[src/rtl/bdq_pkg.sv]
`timescale 1ns / 1ps
`default_nettype none

package bdq_pkg;

   // Ring geometry.
   localparam int DEPTH = 64;
   localparam int IDX_W = $clog2(DEPTH);
   localparam int CNT_W = $clog2(DEPTH + 1);
   localparam int SUM_W = CNT_W + 1;

   // Fixed field widths.
   localparam int ACTION_W   = 3;
   localparam int VALUE_W    = 32;
   localparam int POSITION_W = 16;
   localparam int STATUS_W   = 2;
   localparam int OUT_CNT_W  = 7;

   typedef enum logic [ACTION_W-1:0] {
      ACT_PUSH_FRONT = 3'd0,
      ACT_PUSH_BACK  = 3'd1,
      ACT_POP_FRONT  = 3'd2,
      ACT_POP_BACK   = 3'd3,
      ACT_FIND       = 3'd4,
      ACT_READ       = 3'd5,
      ACT_CLEAR      = 3'd6
   } bdq_action_type;

   typedef enum logic [STATUS_W-1:0] {
      STAT_OK        = 2'd0,
      STAT_EMPTY     = 2'd1,
      STAT_FULL      = 2'd2,
      STAT_NOT_FOUND = 2'd3
   } bdq_status_type;

   typedef enum logic [2:0] {
      ST_IDLE,
      ST_EXEC,
      ST_READ,
      ST_SEARCH,
      ST_FINISH
   } bdq_state_type;

   // Commands from the controller to the datapath.
   typedef struct packed {
      logic capture;
      logic execute;
      logic read_done;
      logic search;
      logic load_out;
   } bdq_cmd_type;

   // Status from the datapath to the controller.
   typedef struct packed {
      logic need_read;
      logic need_search;
      logic search_end;
   } bdq_stat_type;

   // Ring slot that lies off entries behind the front.
   function automatic logic [IDX_W-1:0] slot_of(input logic [IDX_W-1:0] front,
                                               input logic [CNT_W-1:0] off);
      logic [SUM_W-1:0] sum;
      sum = SUM_W'(front) + SUM_W'(off);
      if (sum >= SUM_W'(DEPTH)) begin
         sum = sum - SUM_W'(DEPTH);
      end
      return sum[IDX_W-1:0];
   endfunction

   // Fit a count into the 7-bit result fields, dropping any upper bits.
   function automatic logic [OUT_CNT_W-1:0] fit7(input logic [CNT_W-1:0] v);
      logic [CNT_W+OUT_CNT_W-1:0] w;
      w = {{OUT_CNT_W{1'b0}}, v};
      return w[OUT_CNT_W-1:0];
   endfunction

endpackage

`default_nettype wire

[src/rtl/bounded_deque_with_search.sv]
// Double-ended queue of signed 32-bit words held in a ring of DEPTH entries.
// The request channel carries one word per action: push front, push back,
// pop front, pop back, find a value, read a 1-based position, or clear.
// Every request word produces exactly one response word on the rsp_ channel
// with a status code, the found position, the read value and the entry count
// left after the action. Both channels use valid and stall; a word moves on
// a rising edge where valid is high and stall is low.
// Pushes, pops, clears and rejected requests go through the execute and
// finish states; the finish state loads the output register and raises
// rsp_valid. A position read adds a read state for the registered RAM read.
// A find walks the queue from the front one entry per cycle in a search state.
// The block handles one request at a time; the next request is accepted in
// the cycle after the previous result has moved into the output register,
// even while that register is still held by a stalled receiver.
// Synchronous reset empties the queue and drops any pending response. The
// RAM contents are not cleared; only entries written by pushes are read.
// When the receiver stalls, the response word holds steady and a finished
// result waits in the datapath registers until the output register frees up.
`timescale 1ns / 1ps
`default_nettype none

module bounded_deque_with_search (
   input  wire logic                                   clock,
   input  wire logic                                   reset,
   input  wire logic                                   req_valid,
   output logic                                        req_stall,
   input  wire logic        [bdq_pkg::ACTION_W-1:0]    req_action,
   input  wire logic signed [bdq_pkg::VALUE_W-1:0]     req_value,
   input  wire logic        [bdq_pkg::POSITION_W-1:0]  req_position,
   output logic                                        rsp_valid,
   input  wire logic                                   rsp_stall,
   output logic             [bdq_pkg::STATUS_W-1:0]    rsp_status,
   output logic             [bdq_pkg::OUT_CNT_W-1:0]   rsp_found_position,
   output logic signed      [bdq_pkg::VALUE_W-1:0]     rsp_read_value,
   output logic             [bdq_pkg::OUT_CNT_W-1:0]   rsp_entry_count
);
   import bdq_pkg::*;

   // Commands and status between the sequencer and the datapath.
   bdq_cmd_type  cmd;
   bdq_stat_type stat;

   // The controller owns the handshakes and steps through each action.
   bdq_ctrl u_ctrl (
      .clock     (clock),
      .reset     (reset),
      .req_valid (req_valid),
      .req_stall (req_stall),
      .rsp_valid (rsp_valid),
      .rsp_stall (rsp_stall),
      .stat      (stat),
      .cmd       (cmd)
   );

   // The datapath holds the ring RAM, the front pointer, the count and the
   // response register.
   bdq_dp u_dp (
      .clock              (clock),
      .reset              (reset),
      .cmd                (cmd),
      .stat               (stat),
      .req_action         (req_action),
      .req_value          (req_value),
      .req_position       (req_position),
      .rsp_status         (rsp_status),
      .rsp_found_position (rsp_found_position),
      .rsp_read_value     (rsp_read_value),
      .rsp_entry_count    (rsp_entry_count)
   );

endmodule

`default_nettype wire

[src/rtl/bdq_ctrl.sv]
`timescale 1ns / 1ps
`default_nettype none

module bdq_ctrl (
   input  wire logic                 clock,
   input  wire logic                 reset,
   input  wire logic                 req_valid,
   output logic                      req_stall,
   output logic                      rsp_valid,
   input  wire logic                 rsp_stall,
   input  wire bdq_pkg::bdq_stat_type stat,
   output bdq_pkg::bdq_cmd_type      cmd
);
   import bdq_pkg::*;

   bdq_state_type state_ff, state_in;
   logic          rsp_valid_ff, rsp_valid_in;
   logic          out_free;

   // The output register can take a new word when it is empty or being read.
   assign out_free = !rsp_valid_ff || !rsp_stall;

   always_comb begin
      state_in = state_ff;
      case (state_ff)
         ST_IDLE: begin
            if (req_valid) begin
               state_in = ST_EXEC;
            end
         end
         ST_EXEC: begin
            if (stat.need_read) begin
               state_in = ST_READ;
            end else if (stat.need_search) begin
               state_in = ST_SEARCH;
            end else begin
               state_in = ST_FINISH;
            end
         end
         ST_READ: begin
            state_in = ST_FINISH;
         end
         ST_SEARCH: begin
            if (stat.search_end) begin
               state_in = ST_FINISH;
            end
         end
         ST_FINISH: begin
            if (out_free) begin
               state_in = ST_IDLE;
            end
         end
         default: begin
            state_in = ST_IDLE;
         end
      endcase
   end

   always_comb begin
      cmd       = '0;
      req_stall = 1'b1;
      case (state_ff)
         ST_IDLE: begin
            req_stall   = 1'b0;
            cmd.capture = req_valid;
         end
         ST_EXEC: begin
            cmd.execute = 1'b1;
         end
         ST_READ: begin
            cmd.read_done = 1'b1;
         end
         ST_SEARCH: begin
            cmd.search = 1'b1;
         end
         ST_FINISH: begin
            cmd.load_out = out_free;
         end
         default: begin
            cmd = '0;
         end
      endcase
   end

   always_comb begin
      rsp_valid_in = rsp_valid_ff;
      if (cmd.load_out) begin
         rsp_valid_in = 1'b1;
      end else if (!rsp_stall) begin
         rsp_valid_in = 1'b0;
      end
   end

   always_ff @(posedge clock) begin
      if (reset) begin
         state_ff     <= ST_IDLE;
         rsp_valid_ff <= 1'b0;
      end else begin
         state_ff     <= state_in;
         rsp_valid_ff <= rsp_valid_in;
      end
   end

   assign rsp_valid = rsp_valid_ff;

endmodule

`default_nettype wire

[src/rtl/bdq_dp.sv]
`timescale 1ns / 1ps
`default_nettype none

module bdq_dp (
   input  wire logic                                   clock,
   input  wire logic                                   reset,
   input  wire bdq_pkg::bdq_cmd_type                   cmd,
   output bdq_pkg::bdq_stat_type                       stat,
   input  wire logic        [bdq_pkg::ACTION_W-1:0]    req_action,
   input  wire logic signed [bdq_pkg::VALUE_W-1:0]     req_value,
   input  wire logic        [bdq_pkg::POSITION_W-1:0]  req_position,
   output logic             [bdq_pkg::STATUS_W-1:0]    rsp_status,
   output logic             [bdq_pkg::OUT_CNT_W-1:0]   rsp_found_position,
   output logic signed      [bdq_pkg::VALUE_W-1:0]     rsp_read_value,
   output logic             [bdq_pkg::OUT_CNT_W-1:0]   rsp_entry_count
);
   import bdq_pkg::*;

   logic [VALUE_W-1:0] mem [DEPTH];
   logic [VALUE_W-1:0] mem_q;

   bdq_action_type          action_ff;
   logic [VALUE_W-1:0]      value_ff;
   logic [POSITION_W-1:0]   position_ff;

   logic [IDX_W-1:0]        front_ff, front_in;
   logic [CNT_W-1:0]        count_ff, count_in;
   logic [CNT_W-1:0]        scan_ff, scan_in;

   bdq_status_type          res_status_ff, res_status_in;
   logic [OUT_CNT_W-1:0]    res_found_ff, res_found_in;
   logic [VALUE_W-1:0]      res_read_ff, res_read_in;

   logic [STATUS_W-1:0]     rsp_status_ff;
   logic [OUT_CNT_W-1:0]    rsp_found_ff;
   logic [VALUE_W-1:0]      rsp_read_ff;
   logic [OUT_CNT_W-1:0]    rsp_count_ff;

   logic                    wr_en;
   logic [IDX_W-1:0]        wr_addr;
   logic [CNT_W-1:0]        rd_off;
   logic [IDX_W-1:0]        rd_addr;
   logic                    is_empty;
   logic                    is_full;
   logic                    pos_ok;
   logic [CNT_W-1:0]        scan_next;
   logic                    match;
   logic                    last;

   assign is_empty  = (count_ff == '0);
   assign is_full   = (count_ff == CNT_W'(DEPTH));
   assign pos_ok    = (position_ff != '0) && (position_ff <= POSITION_W'(count_ff));
   assign scan_next = scan_ff + CNT_W'(1);
   assign match     = (mem_q == value_ff);
   assign last      = (scan_next == count_ff);

   assign stat.need_read   = cmd.execute && (action_ff == ACT_READ) && !is_empty && pos_ok;
   assign stat.need_search = cmd.execute && (action_ff == ACT_FIND) && !is_empty;
   assign stat.search_end  = cmd.search && (match || last);

   always_comb begin
      front_in      = front_ff;
      count_in      = count_ff;
      scan_in       = scan_ff;
      res_status_in = res_status_ff;
      res_found_in  = res_found_ff;
      res_read_in   = res_read_ff;
      wr_en         = 1'b0;
      wr_addr       = slot_of(front_ff, count_ff);
      rd_off        = '0;

      if (cmd.execute) begin
         res_status_in = STAT_OK;
         res_found_in  = '0;
         res_read_in   = '0;
         scan_in       = '0;
         case (action_ff)
            ACT_PUSH_FRONT: begin
               if (is_full) begin
                  res_status_in = STAT_FULL;
               end else begin
                  front_in = (front_ff == '0) ? IDX_W'(DEPTH - 1) : front_ff - IDX_W'(1);
                  wr_en    = 1'b1;
                  wr_addr  = front_in;
                  count_in = count_ff + CNT_W'(1);
               end
            end
            ACT_PUSH_BACK: begin
               if (is_full) begin
                  res_status_in = STAT_FULL;
               end else begin
                  wr_en    = 1'b1;
                  count_in = count_ff + CNT_W'(1);
               end
            end
            ACT_POP_FRONT: begin
               if (is_empty) begin
                  res_status_in = STAT_EMPTY;
               end else begin
                  front_in = slot_of(front_ff, CNT_W'(1));
                  count_in = count_ff - CNT_W'(1);
               end
            end
            ACT_POP_BACK: begin
               if (is_empty) begin
                  res_status_in = STAT_EMPTY;
               end else begin
                  count_in = count_ff - CNT_W'(1);
               end
            end
            ACT_FIND: begin
               if (is_empty) begin
                  res_status_in = STAT_EMPTY;
               end else begin
                  res_status_in = STAT_NOT_FOUND;
               end
            end
            ACT_READ: begin
               rd_off = CNT_W'(position_ff - POSITION_W'(1));
               if (is_empty) begin
                  res_status_in = STAT_EMPTY;
               end else if (!pos_ok) begin
                  res_status_in = STAT_NOT_FOUND;
               end
            end
            ACT_CLEAR: begin
               front_in = '0;
               count_in = '0;
            end
            default: begin
               res_status_in = STAT_OK;
            end
         endcase
      end

      if (cmd.read_done) begin
         res_read_in = mem_q;
      end

      if (cmd.search) begin
         rd_off  = scan_next;
         scan_in = scan_next;
         if (match) begin
            res_status_in = STAT_OK;
            res_found_in  = fit7(scan_next);
         end
      end
   end

   assign rd_addr = slot_of(front_ff, rd_off);

   always_ff @(posedge clock) begin
      if (wr_en) begin
         mem[wr_addr] <= value_ff;
      end
      mem_q <= mem[rd_addr];
   end

   always_ff @(posedge clock) begin
      if (reset) begin
         front_ff <= '0;
         count_ff <= '0;
      end else begin
         front_ff <= front_in;
         count_ff <= count_in;
      end
   end

   always_ff @(posedge clock) begin
      if (cmd.capture) begin
         action_ff   <= bdq_action_type'(req_action);
         value_ff    <= req_value;
         position_ff <= req_position;
      end
      scan_ff       <= scan_in;
      res_status_ff <= res_status_in;
      res_found_ff  <= res_found_in;
      res_read_ff   <= res_read_in;
      if (cmd.load_out) begin
         rsp_status_ff <= res_status_ff;
         rsp_found_ff  <= res_found_ff;
         rsp_read_ff   <= res_read_ff;
         rsp_count_ff  <= fit7(count_ff);
      end
   end

   assign rsp_status         = rsp_status_ff;
   assign rsp_found_position = rsp_found_ff;
   assign rsp_read_value     = rsp_read_ff;
   assign rsp_entry_count    = rsp_count_ff;

endmodule

`default_nettype wire

[config.mk]
export PLATFORM = sky130hd
export DESIGN_NAME = bounded_deque_with_search
export DESIGN_NICKNAME = d
export VERILOG_FILES = /design/src/rtl/bdq_pkg.sv /design/src/rtl/bounded_deque_with_search.sv /design/src/rtl/bdq_ctrl.sv /design/src/rtl/bdq_dp.sv
export SDC_FILE = /design/constraint.sdc
export NUM_CORES = 2
export LEC_CHECK = 0
export BUFFER_PORTS_ARGS = -buffer_cell sky130_fd_sc_hd__buf_2
export CAP_MARGIN = 20
export CORE_ASPECT_RATIO = 1.25
export CORE_MARGIN = 2
export CORE_UTILIZATION = 34
export DETAILED_ROUTE_END_ITERATION = 6
export GPL_ROUTABILITY_DRIVEN = 0
export HOLD_SLACK_MARGIN = 0.05
export RECOVER_POWER = 50
export SYNTH_ARGS = -nofsm -noshare
export SYNTH_HDL_FRONTEND = slang
export SYNTH_SLANG_ARGS = --single-unit
[constraint.sdc]
create_clock -name clock -period 6.6 [get_ports clock]
set_clock_uncertainty 0.2 [all_clocks]
set_input_delay 1.32 -clock clock [delete_from_list [all_inputs] [get_ports clock]]
set_output_delay 1.32 -clock clock [all_outputs]
set_load 0.02 [all_outputs]
# Word level (Yosys, flattened, before mapping)
# Memory sizes are Yosys's and may differ from the RTL's. A register that Yosys moved wholly into a read port is not among the register bits.
# Index checks and enable logic that the tools add are counted.
[totals]
output_inout_bits = 50
ff_bits = 164
wordCells = 129
ramBits = 2048
mem_count = 1
in_bits = 55
[memory_table]
columns = ["name", "depth", "width", "read_ports", "rd_ports_with_merged_regs", "wr", "line_no", "text"]
rows = [
  ["u_dp.mem", 64, 32, 1, 1, 1, "bdq_dp.sv:19", "logic [VALUE_W-1:0] mem [DEPTH];"],
]
[op_classes]
n_addsub = 11
reduce_logical = 26
n_eq_ne = 21
magnitude_cmp = 4
mux = 51
[ops]
columns = ["op", "count"]
rows = [
  ["7-bit 2-to-1 mux", 10],
  ["32-bit 2-to-1 mux", 2],
  ["6-bit 2-to-1 mux", 9],
  ["32-bit == test", 1],
  ["6-bit by 1-bit subtractor with 6-bit output (second input constant)", 4],
  ["7-bit case mux with 3 select lines", 1],
  ["6-bit case mux with 3 select lines", 1],
  ["6-bit by 7-bit adder with 8-bit output", 2],
  ["8-bit by 7-bit >= comparator with 1-bit output (second input constant)", 2],
  ["16-bit by 7-bit <= comparator with 1-bit output", 1],
  ["16-bit nonzero test", 1],
  ["3-bit 2-to-1 mux", 5],
  ["3-bit case mux with 5 select lines", 1],
  ["7-bit by 1-bit adder with 7-bit output (second input constant)", 2],
  ["1-bit 2-to-1 mux", 14],
  ["2-bit 2-to-1 mux", 7],
  ["7-bit by 1-bit subtractor with 7-bit output (second input constant)", 2],
  ["3-bit by 2-bit == test with 1-bit output (second input constant)", 4],
  ["3-bit == test (second input constant)", 4],
  ["2-bit inequality test (second input constant)", 6],
  ["2-bit case mux with 4 select lines", 1],
  ["4-bit AND reduction", 2],
  ["6-bit by 1-bit adder with 7-bit output (second input constant)", 1],
  ["7-bit == test", 1],
  ["other kinds (14)", 29],
]

# Depth between registers and ports, before layout
[depth]
ltp_word = 8
depth_mapped = 17
mapped_depth_nobuf = 13

# Modules after synthesis
# A second synthesis with hierarchy kept.
[hier_totals]
cells_unflattened = 4337
hier_area_um2 = 87405.1
[by_module_without_submodules]
columns = ["module", "cells_per_inst", "area_per_inst_um2", "instances", "seq_area_each_um2"]
rows = [
  ["bdq_dp", 4307, 87154.8, 1, 66724.0],
  ["bdq_ctrl", 30, 250.2, 1, 80.1],
]

# Least setup slack after synthesis
# Ideal clock, no wire load.
[synth_timing]
path_kind = "input -> register"
from = "in rsp_stall"
to = "reg u_dp.rsp_count_ff[0] (netlist: u_dp.rsp_entry_count[0]) (enable)"
setup_time_ps = 470
cell_stages = 1
t_arrival_ps = 3688
slack_ps = 2242
path_cell_list = "a21oi_1"
[synth_via]
elab_chain_cells = 3
[synth_lines]
columns = ["element", "line_no", "text"]
rows = [
  ["start: declaration", "bounded_deque_with_search.sv:31", "input wire logic rsp_stall,"],
  ["1-bit zero test", "bdq_ctrl.sv:21", "assign out_free = !rsp_valid_ff || !rsp_stall;"],
  ["1-bit logical OR", "bdq_ctrl.sv:21", ""],
  ["1-bit 2-to-1 mux", "bdq_ctrl.sv:62", "case (state_ff)"],
  ["end signal: assignment", "bdq_dp.sv:183", "rsp_count_ff <= fit7(count_ff);"],
  ["end: declaration", "bdq_dp.sv:37", "logic [OUT_CNT_W-1:0] rsp_count_ff;"],
]
# Every way passes these cells.
# A chain may end at the register's enable or synchronous reset.

# Final worst setup path
[layout_timing]
from = "reg u_ctrl.state_ff[0]"
to = "reg u_dp.mem_q[2], read port of u_dp.mem"
[layout_via]
elab_chain_cells = 7
word_cells_on_any_way = 10
[layout_lines]
columns = ["element", "line_no", "text"]
rows = [
  ["start: declaration", "bdq_ctrl.sv:16", "bdq_state_type state_ff, state_in;"],
  ["start signal: assignment", "bdq_ctrl.sv:99", "state_ff <= state_in;"],
  ["3-bit by 1-bit == test with 1-bit output", "bdq_ctrl.sv:62", ""],
  ["1-bit 2-to-1 mux", "bdq_ctrl.sv:62", ""],
  ["7-bit 2-to-1 mux", "bdq_dp.sv:72", "if (cmd.execute) begin"],
  ["7-bit 2-to-1 mux *", "bdq_dp.sv:140", "if (cmd.search) begin"],
  ["6-bit by 7-bit adder with 8-bit output *", "bdq_pkg.sv:64", "sum = SUM_W'(front) + SUM_W'(off);"],
  ["8-bit by 7-bit >= comparator with 1-bit output or 6-bit by 1-bit subtractor with 6-bit output (tied branches)", "bdq_pkg.sv:65, bdq_pkg.sv:66", ""],
  ["6-bit 2-to-1 mux *", "bdq_pkg.sv:65", "if (sum >= SUM_W'(DEPTH)) begin"],
  ["end: declaration", "bdq_dp.sv:20", "logic [VALUE_W-1:0] mem_q;"],
]
# Mark *: on every way between the ends. The rest lies on a longest branch, timed or not.

==> summary.txt <==
Status
  • Violated checks: max-capacitance violations, max-slew violations
  • Status: finished, violations left

Clock network
  • CTS resizes: 0
  • Clock Sinks: 2244
  • Number of buffers added for setup after CTS: 0
  • Clk Latency, worst-skew pair: 870 ps
  • H-Tree Level Count: 4
  • Num CTS Buffers: ~210
  • Clock transition at path regs: ~60 ps
  • CTS Hold Buffers Added: 0
  • TritonCTS clock tree: yes
  • Clock Tree Buf Depth: 3
  • Root buffer cell: clkbuf_16

Setup path
  • R2R depth: 13
  • Worst R2R Start: u_ctrl.state_ff[0]$_SDFFE_PP0P_
  • Critical Path Source Type: register
  • CP endpoint kind: register
  • CP Cell Sequence: nor2b_2 -> nand2_1 -> o22ai_1 -> ha_4 -> inv_1 -> fa_4 -> buf_12 -> mux4_2 -> and2_1 -> a2111oi_0 -> a311oi_1 -> a31oi_1 -> mux2i_1
  • CP Class: register to register
  • Worst R2R End: u_dp.mem_q[2]$_DFF_P_
  • R2R setup slack: 660 ps
  • Arr. time, crit path: 6430 ps
  • Critical Path RT: 7090 ps
  • Crit-path slowest cell: fa_4
  • CP max FO: 57
  • Max incr delay on CP: 1130 ps

Cells and area
  • Area Overhead vs Synth: 14.35%
  • # fillers: about 23000
  • Post-layout util: 0.3909
  • Final nets: 4654
  • Share of post-route cells with drive strength above 1: 0.2396

Global route
  • Antenna violations before repair: 11
  • Largest net degree at the start of global routing: between 100 and 150
  • Overflow left after global routing: 0
  • Vias in the first global route: 45120
  • All-Layer GR Usage: 0.1764
  • First-pass GRT wire length: 332.6 mm

Yosys
  • Post-Syn Area: 86940 µm²
  • Syn nets: approximately 4400
  • Dominant synthesized flop cell: edfxtp_1
  • Netlist cell types: 66
  • Leading area contributor after synthesis: edfxtp_1
  • Mean Syn Cell Area: 20.12 µm²
  • YS warnings: 0
  • Ys async rst share: 0
  • Post-synth EDFFs: 2186
  • Yosys top cell area share: 0.7550
  • Synth Register Bits: 2244
  • Seq/Total Area, Yosys: 0.7684
  • Syn Inst Count: 4321
  • Ranking of synthesized cells by area: edfxtp_1 (76%), mux4_2 (13%), nand2_1 (2.0%), dfxtp_1 (1.3%), nand4_1 (1.2%)

Floorplan
  • Rows: 207
  • Top Ports: 105
  • DIE AREA: 259800 µm²
  • Core Region: roughly 250000 µm²
  • Initial Utilization: 0.3418
  • Chip Width: 456.3 µm
  • Die height: 569.4 µm

Timing
  • Fin crit period: between 5000 and 6000 ps
  • Final setup violation count: 0
  • Max Slew Vio Count: 2164
  • Max transition margin: -1.397
  • Final Hold Viols: 0
  • Least-Margin Pin Slew: around 3600 ps
  • Fmax: 168.4 MHz
  • RSZ-0062 raised after global routing: no
  • Tcrit/Tclk final: 0.8998
  • Sum Neg Setup Slack: 0 ps
  • Setup ws final: between 600 and 700 ps

Detailed routing
  • Detailed-route via count: 44420
  • DRC Markers: 0
  • Total wire length: 232.9 mm
  • Detail Route Antenna Nets: 0
  • Wire per inst: 28.76 µm
  • Initial DRC count: 5626
  • Drt first pass iters: 7
  • Routed vias/inst: 5.486

Power and ir drop
  • Static Leak: 30.96 nW
  • Worst-case vdd ir drop: roughly 0.00021 V
  • PD cells: 306.8 nW/µm²

Placement
  • Buffers added on ports: about 100
  • Setup WS pre-CTS: roughly 330 ps
  • HPWL Detailed: roughly 130 mm

Worst hold path
  • HP Start: u_dp.res_read_ff[6]$_SDFFCE_PN0P_
  • Hold Path End: u_dp.rsp_read_value[6]$_DFFE_PP_
  • WHS Path Cells: 0
  • Hold/Removal Path Class: register to register

Job
  • Number of max-cap violations: 34
==> flip-flops by register name (all words and copies together) (netlist names), 2 cells and up <==
signal                   cells
u_dp.mem                  2048
u_dp.mem_q                  32
u_dp.res_read_ff            32
u_dp.rsp_read_value         32
u_dp.value_ff               32
u_dp.position_ff            16
u_dp.count_ff                7
u_dp.res_found_ff            7
u_dp.rsp_entry_count         7
u_dp.rsp_found_position      7
u_dp.scan_ff                 7
u_dp.front_ff                6
u_ctrl.state_ff              3
u_dp.action_ff               3
u_dp.res_status_ff           2
u_dp.rsp_status              2
==> power breakdown <==
part           internal [mW]  switching, mW
combinational          0.845           1.57
clock                   6.61           5.30
sequential              15.9          0.231
total                   23.4           7.10
==> kinds of logic after synthesis <==
group,count (synthesis),synth area share
AOI/OAI and AO/OA,195,0.01705
xor gates and xnor gates,65,0.006735
adders and majority gates,29,0.004432
buffers and inverters,270,0.01419
DFF,2244,0.7684
muxes,552,0.1372
and+or+nand+nor,966,0.05199
==> synthesized netlist by cell type (22+ instances only) <==
library cell / number
ha_1: 26
nand4_1: 166
mux2i_1: 40
nor2_1: 101
dfxtp_1: 58
buf_4: 32
mux4_2: 512
a311oi_1: 33
clkbuf_1: 117
a21oi_1: 23
a2111oi_0: 32
buf_2: 50
inv_1: 22
xor2_1: 47
and2_1: 70
a31oi_1: 35
nand3_1: 86
edfxtp_1: 2186
nand2_1: 472
buf_1: 44
==> layer usage <==
| metal | wire [µm] | vias to the layer above | GRT usage |
|---|---|---|---|
| met2 | 116200 | 1971 | 0.2967 |
| met4 | 7650 | 4 | 0.06009 |
| li1 | - | 18240 | - |
| met5 | 17 | - | 0 |
| met3 | 16500 | 363 | 0.02799 |
| met1 | 92570 | 23840 | 0.2330 |
==> through the flow <==
stage          power, mW  instances  hold slack (ps)  area [µm²]
2_1_floorplan      17.81       4321            200.3       86940
3_3_place_gp       18.84       7695            205.5       92720
3_5_place_dp       18.86       7698            204.5       92770
4_1_cts            30.64       8091            218.6       99500
5_1_grt            31.38       8095            226.1       99410
6_report           30.50       8097            217.3       99420
==> worst max-delay path, delay by kind of cell (launching register included) <==
kind                       cells  cell delay, ps
adders and majority gates      2            1320
buffers and inverters          2             450
and+or+nand+nor                3            1030
DFF                            1             380
muxes                          2             530
AOI/OAI and AO/OA              4            1830
==> worst max path at each step <==
| stage | startpoint | end | slack, ps | depth (start not counted) |
|---|---|---|---|---|
| floorplan | rsp_stall | u_dp.rsp_entry_count[0]$_DFFE_PP_ | 2240 | 1 |
| detailed placement | u_ctrl.state_ff[0]$_SDFFE_PP0P_ | u_dp.mem_q[2]$_DFF_P_ | 330 | 13 |
| global route | u_ctrl.state_ff[0]$_SDFFE_PP0P_ | u_dp.mem_q[2]$_DFF_P_ | 200 | 13 |
| CTS | u_ctrl.state_ff[0]$_SDFFE_PP0P_ | u_dp.mem_q[2]$_DFF_P_ | 270 | 13 |
| global placement | u_ctrl.state_ff[0]$_SDFFE_PP0P_ | u_dp.mem_q[2]$_DFF_P_ | 420 | 13 |
| finish | u_ctrl.state_ff[0]$_SDFFE_PP0P_ | u_dp.mem_q[2]$_DFF_P_ | 660 | 13 |
==> final cells by class <==
cell class,instances,area (µm²),share of cell area
Sequential cell,2244,66800,0.6720
Multi-Input combinational cell,1807,19490,0.1960
Tap cell,3344,4184,0.04209
Clock inverter,124,1150,0.01157
Antenna cell,3,7.507,0.00007551
Clock buffer,269,5580,0.05613
Timing Repair Buffer,284,2122,0.02134
Inverter,22,82.58,0.0008306
==> cell usage in the layout (no fill, tap or decap), types with 32 or more instances in the layout <==
master	Yosys	final
a2111oi_0	32	32
and2_1	70	44
dfxtp_1	58	58
mux4_2	512	512
nand2_1	472	472
clkinv_1	0	56
nor2_1	101	36
xor2_1	47	45
buf_4	32	113
clkbuf_1	117	88
nor2_4	0	65
a311oi_1	33	33
nand3_1	86	86
mux2i_1	40	40
a31oi_1	35	35
nand4_1	166	166
edfxtp_1	2186	2186
clkbuf_16	0	213
buf_2	50	104
Note: power is estimated with default switching activity, not from simulation.
